File: config.mk
export PLATFORM = sky130hd
export DESIGN_NAME = modbus_crc16_frame_appender_core
export DESIGN_NICKNAME = d
export VERILOG_FILES = /design/src/rtl/mcrc_pkg.sv /design/src/rtl/mcrc_front.sv /design/src/rtl/mcrc_queue.sv /design/src/rtl/mcrc_back.sv /design/src/rtl/modbus_crc16_frame_appender_core.sv
export SDC_FILE = /design/constraint.sdc
export NUM_CORES = 1
export LEC_CHECK = 0
export BUFFER_PORTS_ARGS = -buffer_cell sky130_fd_sc_hd__buf_2
export CELL_PAD_IN_SITES_DETAIL_PLACEMENT = 0
export CELL_PAD_IN_SITES_GLOBAL_PLACEMENT = 1
export CORE_MARGIN = 2
export CORE_UTILIZATION = 50
export DETAILED_ROUTE_END_ITERATION = 8
export PLACE_DENSITY = 0.76
export SYNTH_ARGS = -nofsm -noshare
export SYNTH_HDL_FRONTEND = slang
export SYNTH_SLANG_ARGS = --single-unit
File: constraint.sdc
create_clock -name clk_i -period 4.4 [get_ports clk_i]
set_clock_uncertainty 0.2 [all_clocks]
set_input_delay 0.22 -clock clk_i [delete_from_list [all_inputs] [get_ports clk_i]]
set_output_delay 0.22 -clock clk_i [all_outputs]
set_load 0.03 [all_outputs]
File: src/rtl/mcrc_pkg.sv
`default_nettype none

package mcrc_pkg;

  // crc-16 of the modbus kind
  localparam logic [15:0] CrcInit = 16'hFFFF;
  localparam logic [15:0] CrcPoly = 16'hA001;

  // entries in the queue between the front and back parts
  localparam int unsigned QueueDepth = 2;

  // one classified request as it travels through the queue
  typedef struct packed {
    logic [7:0]  data;
    logic        frame_end;
    logic [15:0] crc;
  } mcrc_entry_t;

  // fold one byte into the crc, least significant bit first
  function automatic logic [15:0] crc_fold(input logic [15:0] crc, input logic [7:0] b);
    logic [15:0] c;
    c = crc ^ {8'h00, b};
    for (int i = 0; i < 8; i++) begin
      if (c[0]) begin
        c = (c >> 1) ^ CrcPoly;
      end else begin
        c = c >> 1;
      end
    end
    return c;
  endfunction

endpackage

`default_nettype wire

File: src/rtl/mcrc_front.sv
`default_nettype none

module mcrc_front
  import mcrc_pkg::*;
(
  input  wire logic        clk_i,
  input  wire logic        rst_ni,
  input  wire logic        in_valid_i,
  output logic             in_ready_o,
  input  wire logic [7:0]  data_byte_i,
  input  wire logic        frame_end_i,
  input  wire logic        q_full_i,
  output logic             push_o,
  output mcrc_entry_t      push_entry_o
);

  logic [15:0] crc_q, crc_d;
  logic [15:0] crc_next;

  // accept whenever the queue has room
  assign in_ready_o = !q_full_i;
  assign push_o     = in_valid_i && in_ready_o;

  // running crc, back to start value after the last byte of a frame
  assign crc_next = crc_fold(crc_q, data_byte_i);

  always_comb begin
    crc_d = crc_q;
    if (push_o) begin
      crc_d = frame_end_i ? CrcInit : crc_next;
    end
  end

  // classified request: byte, end mark and crc up to and including it
  assign push_entry_o.data      = data_byte_i;
  assign push_entry_o.frame_end = frame_end_i;
  assign push_entry_o.crc       = crc_next;

  always_ff @(posedge clk_i or negedge rst_ni) begin
    if (!rst_ni) begin
      crc_q <= CrcInit;
    end else begin
      crc_q <= crc_d;
    end
  end

endmodule

`default_nettype wire

File: src/rtl/mcrc_queue.sv
`default_nettype none

module mcrc_queue
  import mcrc_pkg::*;
(
  input  wire logic         clk_i,
  input  wire logic         rst_ni,
  input  wire logic         push_i,
  input  wire mcrc_entry_t  push_entry_i,
  input  wire logic         pop_i,
  output logic              valid_o,
  output logic              full_o,
  output mcrc_entry_t       head_o
);

  localparam int unsigned PtrW = $clog2(QueueDepth);
  localparam int unsigned CntW = $clog2(QueueDepth + 1);

  mcrc_entry_t         entry_q [QueueDepth];
  logic [PtrW-1:0]     wr_ptr_q, wr_ptr_d;
  logic [PtrW-1:0]     rd_ptr_q, rd_ptr_d;
  logic [CntW-1:0]     count_q, count_d;

  assign valid_o = count_q != '0;
  assign full_o  = count_q == CntW'(QueueDepth);
  assign head_o  = entry_q[rd_ptr_q];

  // pointer and fill level update
  always_comb begin
    wr_ptr_d = wr_ptr_q;
    rd_ptr_d = rd_ptr_q;
    count_d  = count_q;
    if (push_i) begin
      wr_ptr_d = (wr_ptr_q == PtrW'(QueueDepth - 1)) ? '0 : wr_ptr_q + 1'b1;
    end
    if (pop_i) begin
      rd_ptr_d = (rd_ptr_q == PtrW'(QueueDepth - 1)) ? '0 : rd_ptr_q + 1'b1;
    end
    if (push_i && !pop_i) begin
      count_d = count_q + 1'b1;
    end else if (!push_i && pop_i) begin
      count_d = count_q - 1'b1;
    end
  end

  always_ff @(posedge clk_i or negedge rst_ni) begin
    if (!rst_ni) begin
      wr_ptr_q <= '0;
      rd_ptr_q <= '0;
      count_q  <= '0;
    end else begin
      wr_ptr_q <= wr_ptr_d;
      rd_ptr_q <= rd_ptr_d;
      count_q  <= count_d;
    end
  end

  // entry storage, no reset needed
  always_ff @(posedge clk_i) begin
    if (push_i) begin
      entry_q[wr_ptr_q] <= push_entry_i;
    end
  end

endmodule

`default_nettype wire

File: src/rtl/mcrc_back.sv
`default_nettype none

module mcrc_back
  import mcrc_pkg::*;
(
  input  wire logic        clk_i,
  input  wire logic        rst_ni,
  input  wire logic        q_valid_i,
  input  wire mcrc_entry_t head_i,
  output logic             pop_o,
  output logic             out_valid_o,
  input  wire logic        out_ready_i,
  output logic [7:0]       out_byte_o,
  output logic             out_last_o
);

  typedef enum logic [1:0] {
    PhData,
    PhCrcLo,
    PhCrcHi
  } phase_e;

  phase_e      phase_q, phase_d;
  logic        out_valid_q, out_valid_d;
  logic [7:0]  out_byte_q, out_byte_d;
  logic        out_last_q, out_last_d;
  logic        load;

  // output register takes a new byte when empty or being drained
  assign load = q_valid_i && (!out_valid_q || out_ready_i);

  always_comb begin
    phase_d     = phase_q;
    out_valid_d = out_valid_q;
    out_byte_d  = out_byte_q;
    out_last_d  = out_last_q;
    pop_o       = 1'b0;
    if (out_valid_q && out_ready_i) begin
      out_valid_d = 1'b0;
    end
    if (load) begin
      out_valid_d = 1'b1;
      case (phase_q)
        PhData: begin
          out_byte_d = head_i.data;
          out_last_d = 1'b0;
          if (head_i.frame_end) begin
            phase_d = PhCrcLo;
          end else begin
            pop_o = 1'b1;
          end
        end
        PhCrcLo: begin
          out_byte_d = head_i.crc[7:0];
          out_last_d = 1'b0;
          phase_d    = PhCrcHi;
        end
        PhCrcHi: begin
          out_byte_d = head_i.crc[15:8];
          out_last_d = 1'b1;
          phase_d    = PhData;
          pop_o      = 1'b1;
        end
        default: begin
          phase_d = PhData;
        end
      endcase
    end
  end

  // phase and registered outputs
  always_ff @(posedge clk_i or negedge rst_ni) begin
    if (!rst_ni) begin
      phase_q     <= PhData;
      out_valid_q <= 1'b0;
      out_byte_q  <= '0;
      out_last_q  <= 1'b0;
    end else begin
      phase_q     <= phase_d;
      out_valid_q <= out_valid_d;
      out_byte_q  <= out_byte_d;
      out_last_q  <= out_last_d;
    end
  end

  assign out_valid_o = out_valid_q;
  assign out_byte_o  = out_byte_q;
  assign out_last_o  = out_last_q;

endmodule

`default_nettype wire

File: src/rtl/modbus_crc16_frame_appender_core.sv
// channel | signals                               | direction
// input   | in_valid_i, in_ready_o, data_byte_i,  | request in
//         | frame_end_i                           |
// output  | out_valid_o, out_ready_i, out_byte_o, | request out
//         | out_last_o                            |
//
// one input byte per cycle while the queue has room; a byte that ends a frame gives three output bytes
// (data, crc low, crc high), sent one by one through the single output register of the back part.
// from input accept to output valid a byte passes the queue write, then the output register.
// rst_ni clears the crc to 0xFFFF, empties the two-entry queue and the output register.
// the input side stalls only when the queue is full; the output holds while stalled.
`default_nettype none

module modbus_crc16_frame_appender_core
  import mcrc_pkg::*;
(
  input  wire logic        clk_i,
  input  wire logic        rst_ni,
  input  wire logic        in_valid_i,
  output logic             in_ready_o,
  input  wire logic [7:0]  data_byte_i,
  input  wire logic        frame_end_i,
  output logic             out_valid_o,
  input  wire logic        out_ready_i,
  output logic [7:0]       out_byte_o,
  output logic             out_last_o
);

  logic        push;
  logic        pop;
  logic        q_valid;
  logic        q_full;
  mcrc_entry_t push_entry;
  mcrc_entry_t head;

  // front: accept bytes and run the crc
  mcrc_front u_front (
    .clk_i        (clk_i),
    .rst_ni       (rst_ni),
    .in_valid_i   (in_valid_i),
    .in_ready_o   (in_ready_o),
    .data_byte_i  (data_byte_i),
    .frame_end_i  (frame_end_i),
    .q_full_i     (q_full),
    .push_o       (push),
    .push_entry_o (push_entry)
  );

  // queue between front and back
  mcrc_queue u_queue (
    .clk_i        (clk_i),
    .rst_ni       (rst_ni),
    .push_i       (push),
    .push_entry_i (push_entry),
    .pop_i        (pop),
    .valid_o      (q_valid),
    .full_o       (q_full),
    .head_o       (head)
  );

  // back: emit data bytes and the crc tail
  mcrc_back u_back (
    .clk_i       (clk_i),
    .rst_ni      (rst_ni),
    .q_valid_i   (q_valid),
    .head_i      (head),
    .pop_o       (pop),
    .out_valid_o (out_valid_o),
    .out_ready_i (out_ready_i),
    .out_byte_o  (out_byte_o),
    .out_last_o  (out_last_o)
  );

endmodule

`default_nettype wire

==> flow_metrics.py, run 1 <==
metrics = {
    "die": {
        "dieHeight_um": 87.14,
        "core_area_sq_um": 6756,
        "dieArea_sq_um": 7593,
        "ios": 24,
        "start_util_pct": 51.15,
        "rows": 30,
        "die_x_um": 87.14,
    },
    "clock_tree": {
        "cts_tree": "yes",
        "post_cts_resized": 0,
        "clk_path_buf_depth": 2,
        "cts_buffers": 9,
        "post-cts-setup-buffer-count": 0,
        "cts.sinks": 82,
        "path_clk_slew_ns": 0.08,
        "clkLatencyLatePin_ns": 0.34,
        "cts_root_buf": "clkbuf_8",
        "cts_htree_levels": 3,
    },
    "finish": {
        "nNetsFinal": 293,
        "drive_above_1_share_pct": 22.58,
        "final_util_pct": 59.59,
        "antennaDiodeCount": 0,
        "area_delta_synth_final_pct": 16.51,
    },
    "yosys": {
        "synth_seq_cells": 82,
        "synth_most_common_cell": "edfxtp_1",
        "ys_top_cells_by_count": "50 x edfxtp_1, 17 x mux2i_1, 16 x dfrtp_1, 16 x dfstp_2, 15 x nand2_1",
        "synth_warnings": 0,
        "syn_inst": 236,
        "synth_enable_flop_cells": 50,
        "syn_nets": 255,
        "synth_cell_type_count": 29,
        "netlist.area_leader.share_pct": 43.45,
        "synth_area_sq_um": 3456,
        "syn_area_per_cell_sq_um": 14.64,
        "synthFlopType": "edfxtp_1",
        "synth_area_leader_cell": "edfxtp_1",
        "ys_seq_area_share_pct": 67.20,
        "async_flop_share_pct": 39.02,
        "yosys-top-cells-area": "edfxtp_1 43%, dfstp_2 12%, dfrtp_1 12%",
    },
    "drt": {
        "vias": 1913,
        "drt_pre_antenna_iters": 4,
        "met2WireLength_um": 2753,
        "wl_per_cell_um": 16.97,
        "ant_nets": 0,
        "drcViolationCount": 0,
        "vias_per_cell": 5.329,
        "wl_met3_um": 222,
        "finalWirelength_um": 6092,
        "routed.top_layer": "met4",
        "wirelength_met1_um": 3025,
        "drt_iter0_drc": 80,
    },
    "worst_setup_path": {
        "crit_path_top_delay_cell": "xnor3_2",
        "worstSetupStartpointType": "input pin",
        "critPathRequiredTime_ns": 4.28,
        "cp_cell_sequence": "dlygate4sd3_1 > buf_2 > xnor2_1 > xnor2_1 > xnor3_2 > xnor3_1",
        "end_kind": "register",
        "path_max_fanout": 5,
        "crit_top_cell": "xnor2_1",
        "critPathMaxStageDelay_ns": 0.56,
        "path_class": "input pin to register",
        "crit_arrival_ns": 2.38,
    },
    "global_routing": {
        "gr-total-overflow": 0,
        "antenna_found_initial": 0,
        "grt_max_degree": 34,
        "grt_use_total_pct": 17.52,
        "grt_pass1_vias": 1859,
        "grt_first_pass_wirelength_um": 9756,
    },
    "timing": {
        "relSlewSlack_pct": 50.42,
        "worst_pin_slew_ns": 0.7436,
        "setup_violations": 0,
        "min_period_ns": 2.505,
        "fin_crit_sh_pct": 56.94,
        "fmax_ghz": 0.3992,
        "final_hold_viol_count": 0,
        "rsz0062_at_grt": "false",
        "tns_ns": 0,
        "drv_slew": 0,
    },
    "outcome": {
        "outcome": "completed",
    },
    "placement": {
        "portBuffers": 23,
        "dp_hpwl_um": 4001,
        "routabilityCongestion": 0.7652,
    },
    "hold_path": {
        "hold_path.class": "input pin to register",
    },
    "power": {
        "leakagePower_nw": 1.587,
        "powerDensity_nw_per_um2": 900.9,
        "ir_worst_vdd_mv": 0.6358,
    },
    "run": {
        "drv_cap": 0,
    },
}
==> kinds of logic after synthesis <==
kind of cell	synth area share, %
AND/OR/NAND/NOR	5.395
flip-flops	67.20
multiplexers	5.250
AO/OA/AOI/OAI	9.884
buffers and inverters	1.846
XOR/XNOR	8.255
adder cells (fa/ha/maj)	2.172
==> worst max-delay path, delay by kind of cell <==
| family | cells | cell delay, ns |
|---|---|---|
| xor gates and xnor gates | 4 | 1.47 |
| buffers and inverters | 2 | 0.69 |
==> worst paths after layout <==
check | startpoint | to | slack, ns | cells past startpoint
max reg2reg | u_front.crc_q[0] | u_queue.entry_q[1][0] | 2.01 | 4
max in group asynchronous | rst_ni | u_back.out_byte_o[6] | 3.25 | 2
min in group asynchronous | rst_ni | u_back.out_byte_o[7] | 0.28 | 2
min | in_valid_i | u_front.crc_q[5] | 0.17 | 4
max | data_byte_i[2] | u_queue.entry_q[1][0] | 1.89 | 6
min reg2reg | u_front.crc_q[1] | u_front.crc_q[1] | 0.27 | 2
==> layout by cell type, fill, tap and decap left out, types with 2 or more instances in the layout <==
cell and n:
a211oi_1 7, a21oi_1 4, a22o_1 7, buf_2 23
buf_4 3, bufinv_16 4, clkbuf_8 9, clkinv_2 2
dfrtp_1 16, dfstp_2 16, dlygate4sd3_1 11, edfxtp_1 50
ha_1 6, inv_1 6, mux2i_1 17, nand2_1 15
nand2b_1 3, nor2_1 12, nor2b_1 7, o21ai_0 5
o21ai_1 5, o221ai_1 8, o22a_1 10, or2_1 2
xnor2_1 13, xnor3_1 2, xor2_1 8
==> metrics by stage <==
stage	power, mW	hold WS, ns	cells	worst slack, ns	cell area [sq um]
2_1_floorplan	2.593	-0.2756	236	1.676	3456
5_1_grt	3.857	0.2091	359	1.819	4026
4_1_cts	3.650	0.1794	359	1.937	4026
3_3_place_gp	2.900	0.1336	332	2.092	3659
6_report	3.627	0.1675	359	1.895	4026
3_5_place_dp	2.949	0.1327	332	2.021	3659
==> per-layer routing <==
metal / vias up / track usage, %
met5: - / 0
met4: 0 / 8.112
met3: 7 / 3.128
met2: 36 / 25.88
met1: 935 / 25.45
li1: 935 / -
==> layout make-up <==
cell class              count  area, sq um
flip-flops and latches     82         2322
well taps                  80        100.1
clock inverters             6        130.1
multi-input cells         137         1072
fillers                   557         2730
repair buffers             37        247.7
clock buffers              10        127.6
inverters                   7        26.28
==> timing repair <==
action                     4_1_cts  5_1_grt
hold endpoints to repair        35        0
setup endpoints to repair        0        0
hold buffers                    11        0
==> flip-flops by register name, indices dropped and copies added (netlist names) <==
| name | cells |
|---|---|
| u_back.out_valid_o | 1 |
| u_queue.wr_ptr_q | 1 |
| u_front.crc_q | 16 |
| u_back.phase_q | 2 |
| u_queue.entry_q | 50 |
| u_queue.rd_ptr_q | 1 |
| u_back.out_byte_o | 8 |
| u_queue.count_q | 2 |
| u_back.out_last_o | 1 |
==> report_power, final <==
part	internal (mW)	total (mW)	switching [mW]	leakage (nW)
Combinational	0.625	1.48	0.854	0.636
Clock	0.433	0.693	0.260	0.130
Sequential	1.32	1.46	0.136	0.821
No activity file was read; power rests on OpenSTA's default activity.
==> inputs of run 2 (changes only) <==
--- a/config.mk
+++ b/config.mk
@@ -5,13 +5,14 @@
 export SDC_FILE = /design/constraint.sdc
 export NUM_CORES = 1
 export LEC_CHECK = 0
+export ABC_AREA = 1
 export BUFFER_PORTS_ARGS = -buffer_cell sky130_fd_sc_hd__buf_2
 export CELL_PAD_IN_SITES_DETAIL_PLACEMENT = 0
 export CELL_PAD_IN_SITES_GLOBAL_PLACEMENT = 1
 export CORE_MARGIN = 2
-export CORE_UTILIZATION = 50
+export CORE_UTILIZATION = 44
 export DETAILED_ROUTE_END_ITERATION = 8
-export PLACE_DENSITY = 0.76
+export PLACE_DENSITY = 0.73
 export SYNTH_ARGS = -nofsm -noshare
 export SYNTH_HDL_FRONTEND = slang
 export SYNTH_SLANG_ARGS = --single-unit
==> constraint.sdc (replaced) <==
create_clock -name clk_i -period 2.26 [get_ports clk_i]
set_clock_uncertainty 0.2 [all_clocks]
set_input_delay 0.113 -clock clk_i [delete_from_list [all_inputs] [get_ports clk_i]]
set_output_delay 0.113 -clock clk_i [all_outputs]
set_load 0.03 [all_outputs]
==> run 2 against run 1 <==
The run now ends with negative setup slack left; clock power is 85% higher; count of clock-buffer cells in the layout is 1 lower; sequential share of layout area is 7.0 points lower; setup slack worse by 1.9 ns; sequential cell count stayed put; die area is 20% higher; largest power group unchanged; total power is 100% higher; register-to-register slack worse by 2.0 ns.
==> flow_metrics.py, run 2 <==
metrics = {
    "yosys": {
        "syn_area_per_cell_sq_um": 11.44,
        "synth_most_common_cell": "edfxtp_1",
        "syn_inst": 321,
        "synth_area_sq_um": 3674,
        "synth_warnings": 0,
        "async_flop_share_pct": 39.02,
        "synthFlopType": "edfxtp_1",
        "ys_top_cells_by_count": "50 x edfxtp_1, 44 x nand2_1, 30 x nor2_1",
        "ys_seq_area_share_pct": 63.22,
        "syn_nets": 340,
        "synth_enable_flop_cells": 50,
        "synth_cell_type_count": 28,
        "synth_seq_cells": 82,
        "yosys-top-cells-area": "edfxtp_1 41%, dfstp_2 11%, dfrtp_1 11%",
        "netlist.area_leader.share_pct": 40.87,
        "synth_area_leader_cell": "edfxtp_1",
    },
    "worst_setup_path": {
        "crit_path_top_delay_cell": "dfstp_2",
        "cp_top_family": "simple AND/OR/NAND/NOR gates",
        "path_max_fanout": 5,
        "critPathMaxStageDelay_ns": 0.56,
        "path_class": "register to register",
        "worstSetupStartpointType": "register",
        "crit_arrival_ns": 2.18,
        "crit_buf_inv": 1,
        "cp_cell_sequence": "inv_2 > nand2_2 > nand2_4 > nand2_4 > nand2_4 > nand2_4 > nand3_4 > nand2_4 > nand2_4 > nand3_4 > nand2_8 > nand2_4 > nand3_4 > nand3_2 > nand2_1",
        "cp.depth": 15,
        "reg2reg_depth": 15,
        "crit_top_cell": "nand2_4",
        "end_kind": "register",
        "critPathRequiredTime_ns": 2.17,
    },
    "finish": {
        "final_common_cell": "edfxtp_1",
        "fillCellCount": 669,
        "nNetsFinal": 389,
        "largest_reg_flops": 50,
        "final_cell_mix": "50 x edfxtp_1, 36 x nand2_1, 28 x nor2_1",
        "final_util_pct": 56.31,
        "design_area_sq_um": 4581,
        "antennaDiodeCount": 0,
        "area_delta_synth_final_pct": 24.69,
        "top_register": "u_queue.entry_q",
        "drive_above_1_share_pct": 33.07,
        "fin_cells": 480,
    },
    "clock_tree": {
        "path_clk_slew_ns": 0.09,
        "cts_htree_levels": 3,
        "cts_buffers": 9,
        "cts.sinks": 82,
        "cts_root_buf": "clkbuf_8",
        "clk_path_buf_depth": 2,
        "clkLatencyLatePin_ns": 0.35,
        "cts_tree": "yes",
    },
    "drt": {
        "wl_per_cell_um": 16.78,
        "drt_pre_antenna_iters": 4,
        "drt_iter0_drc": 81,
        "ant_nets": 0,
        "vias_per_cell": 5.206,
        "vias": 2499,
        "finalWirelength_um": 8052,
        "drcViolationCount": 0,
    },
    "timing": {
        "worst_pin_slew_ns": 0.8211,
        "setup_violations": 4,
        "final_hold_viol_count": 0,
        "rsz0062_at_grt": "true",
        "layout_setup_ws_ns": -0.01774,
        "relSlewSlack_pct": 45.26,
        "fmax_ghz": 0.4390,
        "min_period_ns": 2.278,
        "fin_crit_sh_pct": 100.8,
        "hold_slack_ns": 0.05211,
        "drv_slew": 0,
    },
    "placement": {
        "placed_cells": 450,
        "portBuffers": 23,
        "routabilityCongestion": 0.8263,
        "placedInstanceArea_sq_um": 3966,
        "dp_hpwl_um": 4990,
    },
    "power": {
        "swShare_pct": 41.01,
        "p_int_mw": 4.381,
        "combPwrFrac_pct": 46.8,
        "ir_worst_vdd_mv": 0.6287,
        "power_frac_seq_pct": 36.0,
        "power_mw": 7.427,
        "switching_power_mw": 3.046,
        "pwr-share-clk_pct": 17.2,
        "leakagePower_nw": 1.878,
        "powerDensity_nw_per_um2": 1621,
    },
    "global_routing": {
        "gr-total-overflow": 0,
        "grt_first_pass_wirelength_um": 12390,
        "grt_pass1_vias": 2348,
        "grt_use_total_pct": 18.91,
        "antenna_found_initial": 0,
        "grt_max_degree": 33,
    },
    "die": {
        "rows": 33,
        "dieArea_sq_um": 9095,
        "start_util_pct": 45.16,
        "core_area_sq_um": 8134,
        "ios": 24,
        "die_x_um": 95.37,
        "dieHeight_um": 95.37,
    },
    "outcome": {
        "violations": "negative setup slack",
        "outcome": "finished, violations left",
    },
    "run": {
        "drv_cap": 0,
    },
    "hold_path": {
        "min_path_cells": 3,
        "hold_path.class": "input pin to register",
    },
}
-- run 2: changes by cell type in the layout (fill, tap and decap cells not counted), sizes merged, moves of 8 or more --
cell | before | now
inv | 7 | 31
mux2i | 17 | 0
a31oi | 0 | 8
nand3 | 0 | 22
o21ai | 10 | 19
buf | 26 | 36
nand2 | 15 | 62
nor2 | 13 | 30
xnor2 | 14 | 5
-- run 2: path summary, 6_finish.rpt --
check                           slack (ns)                    end         startpoint
worst max-delay path                 -0.02  u_queue.entry_q[0][0]   u_front.crc_q[0]
worst min-delay path                  0.05       u_front.crc_q[8]         in_valid_i
worst max register to register       -0.02  u_queue.entry_q[0][0]   u_front.crc_q[0]
worst min register to register        0.29      u_back.out_last_o  u_back.out_last_o
max in group asynchronous             1.15   u_back.out_byte_o[1]             rst_ni
min in group asynchronous             0.19   u_back.out_byte_o[5]             rst_ni
-- run 2: metrics by stage --
stage | setup TNS, ns | setup slack, ns
floorplan | 0 | 0.04707
detailed placement | 0 | 0.03726
finish | -0.06084 | -0.01774
CTS | 0 | 0.01278
global placement | 0 | 0.07690
global route | -1.235 | -0.1354
-- run 2: layout make-up --
type | instances | area (sq um) | area share, %
Timing Repair Buffer | 47 | 322.8 | 7.047
Inverter | 33 | 123.9 | 2.704
Tap cell | 105 | 131.4 | 2.868
Clock inverter | 7 | 117.6 | 2.568
Multi-Input combinational cell | 197 | 1439 | 31.41
Sequential cell | 82 | 2322 | 50.70
Clock buffer | 9 | 123.9 | 2.704
-- run 2: layer usage --
metal	vias to the layer above	GRT usage, %	share of wire, %
li1	1215	-	-
met1	1223	27.17	48
met2	48	28.46	46
met3	13	4.980	3.4
met4	0	5.357	2.2
met5	-	0	0
-- run 2: logic make-up (layout without fill, tap and decap cells) --
family          after synthesis  after routing  synth area share, %
fa+ha+maj                     6              6                2.044
compound gates               60             60                11.07
xor+xnor                     15             15                3.781
simple gates                116            116                15.60
flops                        82             82                63.22
buf+inv                      42             96                4.292
-- run 2: worst reg2reg max path, cell delays in order (launching register included) --
cell,delay [ns]
dfstp_2,0.56
inv_2,0.06
nand2_2,0.07
nand2_4,0.07
nand2_4,0.09
nand2_4,0.07
nand2_4,0.08
nand3_4,0.10
nand2_4,0.10
nand2_4,0.06
nand3_4,0.13
nand2_8,0.10
nand2_4,0.10
nand3_4,0.09
nand3_2,0.12
nand2_1,0.07
-- run 2: repair_timing --
action	in CTS	in global routing
hold endpoints to repair	35	0
gates resized for setup	0	44
buffers inserted	0	3
hold buffers	11	0
endpoints found under the setup margin	0	21
-- run 2: power by group through the flow --
stage          Sequential [mW]  Clock (mW)  Combinational [mW]
2_1_floorplan             2.78           0                1.97
3_3_place_gp              2.67           0                2.93
3_5_place_dp              2.69           0                2.97
4_1_cts                   2.66        1.29                2.99
5_1_grt                   2.73        1.38                3.82
6_report                  2.67        1.28                3.48
==> inputs of run 3 (changes only) <==
--- a/config.mk
+++ b/config.mk
@@ -5,14 +5,14 @@
 export SDC_FILE = /design/constraint.sdc
 export NUM_CORES = 1
 export LEC_CHECK = 0
-export ABC_AREA = 1
 export BUFFER_PORTS_ARGS = -buffer_cell sky130_fd_sc_hd__buf_2
 export CELL_PAD_IN_SITES_DETAIL_PLACEMENT = 0
 export CELL_PAD_IN_SITES_GLOBAL_PLACEMENT = 1
 export CORE_MARGIN = 2
-export CORE_UTILIZATION = 44
+export CORE_UTILIZATION = 45
 export DETAILED_ROUTE_END_ITERATION = 8
-export PLACE_DENSITY = 0.73
+export MAX_ROUTING_LAYER = met4
+export PLACE_DENSITY = 0.72
 export SYNTH_ARGS = -nofsm -noshare
 export SYNTH_HDL_FRONTEND = slang
 export SYNTH_SLANG_ARGS = --single-unit
==> run 3 against run 2 <==
The run now ends clean; cell count decreased by 19%; fmax increased by 6.4%; critical path depth decreased by 10; global-route usage decreased by 2.0 points; setup slack improved by 0.14 ns; sequential cell count unchanged; sequential power increased by 6%; non-clock buffer count increased by 1; register-to-register slack improved by 0.14 ns; critical endpoint is now u_queue.entry_q[0][15]; largest cell class unchanged.
==> flow_metrics.py, run 3 (same netlist as run 1, synthesis figures left out) <==
metrics = {
    "placement": {
        "routabilityCongestion": 0.8295,
        "portBuffers": 23,
        "placed_cells": 361,
        "dp_slack_ns": 0.04353,
        "dp_hpwl_um": 4064,
    },
    "die": {
        "dieArea_sq_um": 8397,
        "core_area_sq_um": 7331,
        "ios": 24,
        "rows": 31,
        "dieHeight_um": 91.64,
        "start_util_pct": 47.14,
        "die_x_um": 91.64,
    },
    "global_routing": {
        "gr-total-overflow": 0,
        "grt_first_pass_wirelength_um": 10360,
        "grt_use_total_pct": 16.88,
        "grt_pass1_vias": 1965,
        "antenna_found_initial": 0,
        "grt_max_degree": 33,
    },
    "drt": {
        "drcViolationCount": 0,
        "drt_pre_antenna_iters": 5,
        "vias": 1962,
        "finalWirelength_um": 6295,
        "drt_iter0_drc": 74,
        "ant_nets": 0,
        "wl_per_cell_um": 16.18,
        "vias_per_cell": 5.044,
    },
    "power": {
        "swShare_pct": 35.30,
        "switching_power_mw": 2.466,
        "p_int_mw": 4.521,
        "ir_worst_vdd_mv": 0.6337,
        "powerDensity_nw_per_um2": 1702,
        "combPwrFrac_pct": 44.8,
        "leakagePower_nw": 1.625,
        "pwr-share-clk_pct": 14.6,
        "power_frac_seq_pct": 40.6,
    },
    "clock_tree": {
        "post-cts-setup-buffer-count": 0,
        "path_clk_slew_ns": 0.08,
        "clk_path_buf_depth": 2,
        "cts_root_buf": "clkbuf_8",
        "cts_htree_levels": 3,
        "cts.sinks": 82,
        "clkLatencyLatePin_ns": 0.34,
        "cts_tree": "yes",
        "cts_buffers": 9,
    },
    "timing": {
        "rsz0062_at_grt": "false",
        "tns_ns": 0,
        "layout_setup_ws_ns": 0.1187,
        "fin_crit_sh_pct": 94.75,
        "setup_violations": 0,
        "min_period_ns": 2.141,
        "fmax_ghz": 0.4670,
        "worst_pin_slew_ns": 0.7537,
        "final_hold_viol_count": 0,
        "relSlewSlack_pct": 49.75,
        "drv_slew": 0,
    },
    "worst_setup_path": {
        "worstSetupStartpointType": "register",
        "crit_arrival_ns": 2.02,
        "path_max_fanout": 4,
        "path_class": "register to register",
        "critPathRequiredTime_ns": 2.14,
        "end_kind": "register",
    },
    "finish": {
        "drive_above_1_share_pct": 25.17,
        "fin_cells": 389,
        "nNetsFinal": 304,
        "final_common_cell": "edfxtp_1",
        "area_delta_synth_final_pct": 18.79,
        "antennaDiodeCount": 0,
        "largest_reg_flops": 50,
        "final_cell_mix": "50 x edfxtp_1, 23 x buf_2, 17 x mux2i_1",
        "multi_input_area_sq_um": 1100,
        "final_util_pct": 56.00,
        "top_register": "u_queue.entry_q",
        "fillCellCount": 599,
        "final-seq-area_sq_um": 2322,
    },
    "outcome": {
        "outcome": "completed",
    },
    "hold_path": {
        "hold_path.class": "input pin to async pin",
    },
    "run": {
        "drv_cap": 0,
    },
}
[run 3: worst paths after layout]
check                      depth (start not counted)        startpoint                endpoint  slack [ns]
min                                                2            rst_ni        u_queue.wr_ptr_q        0.18
min reg2reg                                        2  u_front.crc_q[3]        u_front.crc_q[3]        0.26
max in group asynchronous                          2            rst_ni    u_back.out_byte_o[2]        1.20
max reg2reg                                        5  u_front.crc_q[0]  u_queue.entry_q[0][15]        0.12
max                                                5  u_front.crc_q[0]  u_queue.entry_q[0][15]        0.12
min in group clk_i                                 2  u_front.crc_q[3]        u_front.crc_q[3]        0.26
[run 3: power groups by stage]
stage | Clock, mW | Combinational (mW) | Sequential (mW)
2_1_floorplan | 0 | 2.09 | 2.97
3_3_place_gp | 0 | 3.07 | 2.84
3_5_place_dp | 0 | 3.12 | 2.87
4_1_cts | 1.04 | 3.14 | 2.84
5_1_grt | 1.11 | 3.45 | 2.92
6_report | 1.02 | 3.13 | 2.84
[run 3: cell type report]
type / count / area share [%]
multi-input cells: 137 / 26.79
repair buffers: 48 / 8.412
clock inverters: 4 / 1.036
inverters: 7 / 0.6400
well taps: 99 / 3.017
clock buffers: 12 / 3.536
flip-flops and latches: 82 / 56.57
[run 3: worst max-delay path, cell delays in order (launching register included)]
cell and delay (ns):
dfstp_2 0.56, xor2_2 0.14, xnor3_1 0.41, xnor3_2 0.26, buf_4 0.17, xnor2_2 0.14
[run 3: timing repair]
item | 4_1_cts | 5_1_grt
gates resized for setup | 0 | 3
setup endpoints to repair | 0 | 4
hold buffers | 12 | 0
endpoints found under the hold margin | 39 | 0
[run 3: through the flow]
step / hold WS [ns] / area (sq um) / power, mW
after floorplan: -0.3826 / 3463 / 5.057
after global placement: 0.01537 / 3775 / 5.911
after detailed placement: 0.02181 / 3775 / 5.989
after CTS: 0.1885 / 4083 / 7.028
after global routing: 0.2491 / 4105 / 7.471
final: 0.1819 / 4105 / 6.987
[run 3: per-layer routing]
layer  share of wire, %  global-route usage [%]  vias up
met5                  0                       -        -
met4                1.6                   6.818        0
met3                2.4                   2.958       11
met2                 45                   24.08       36
met1                 50                   24.12      958
li1                   -                       -      957
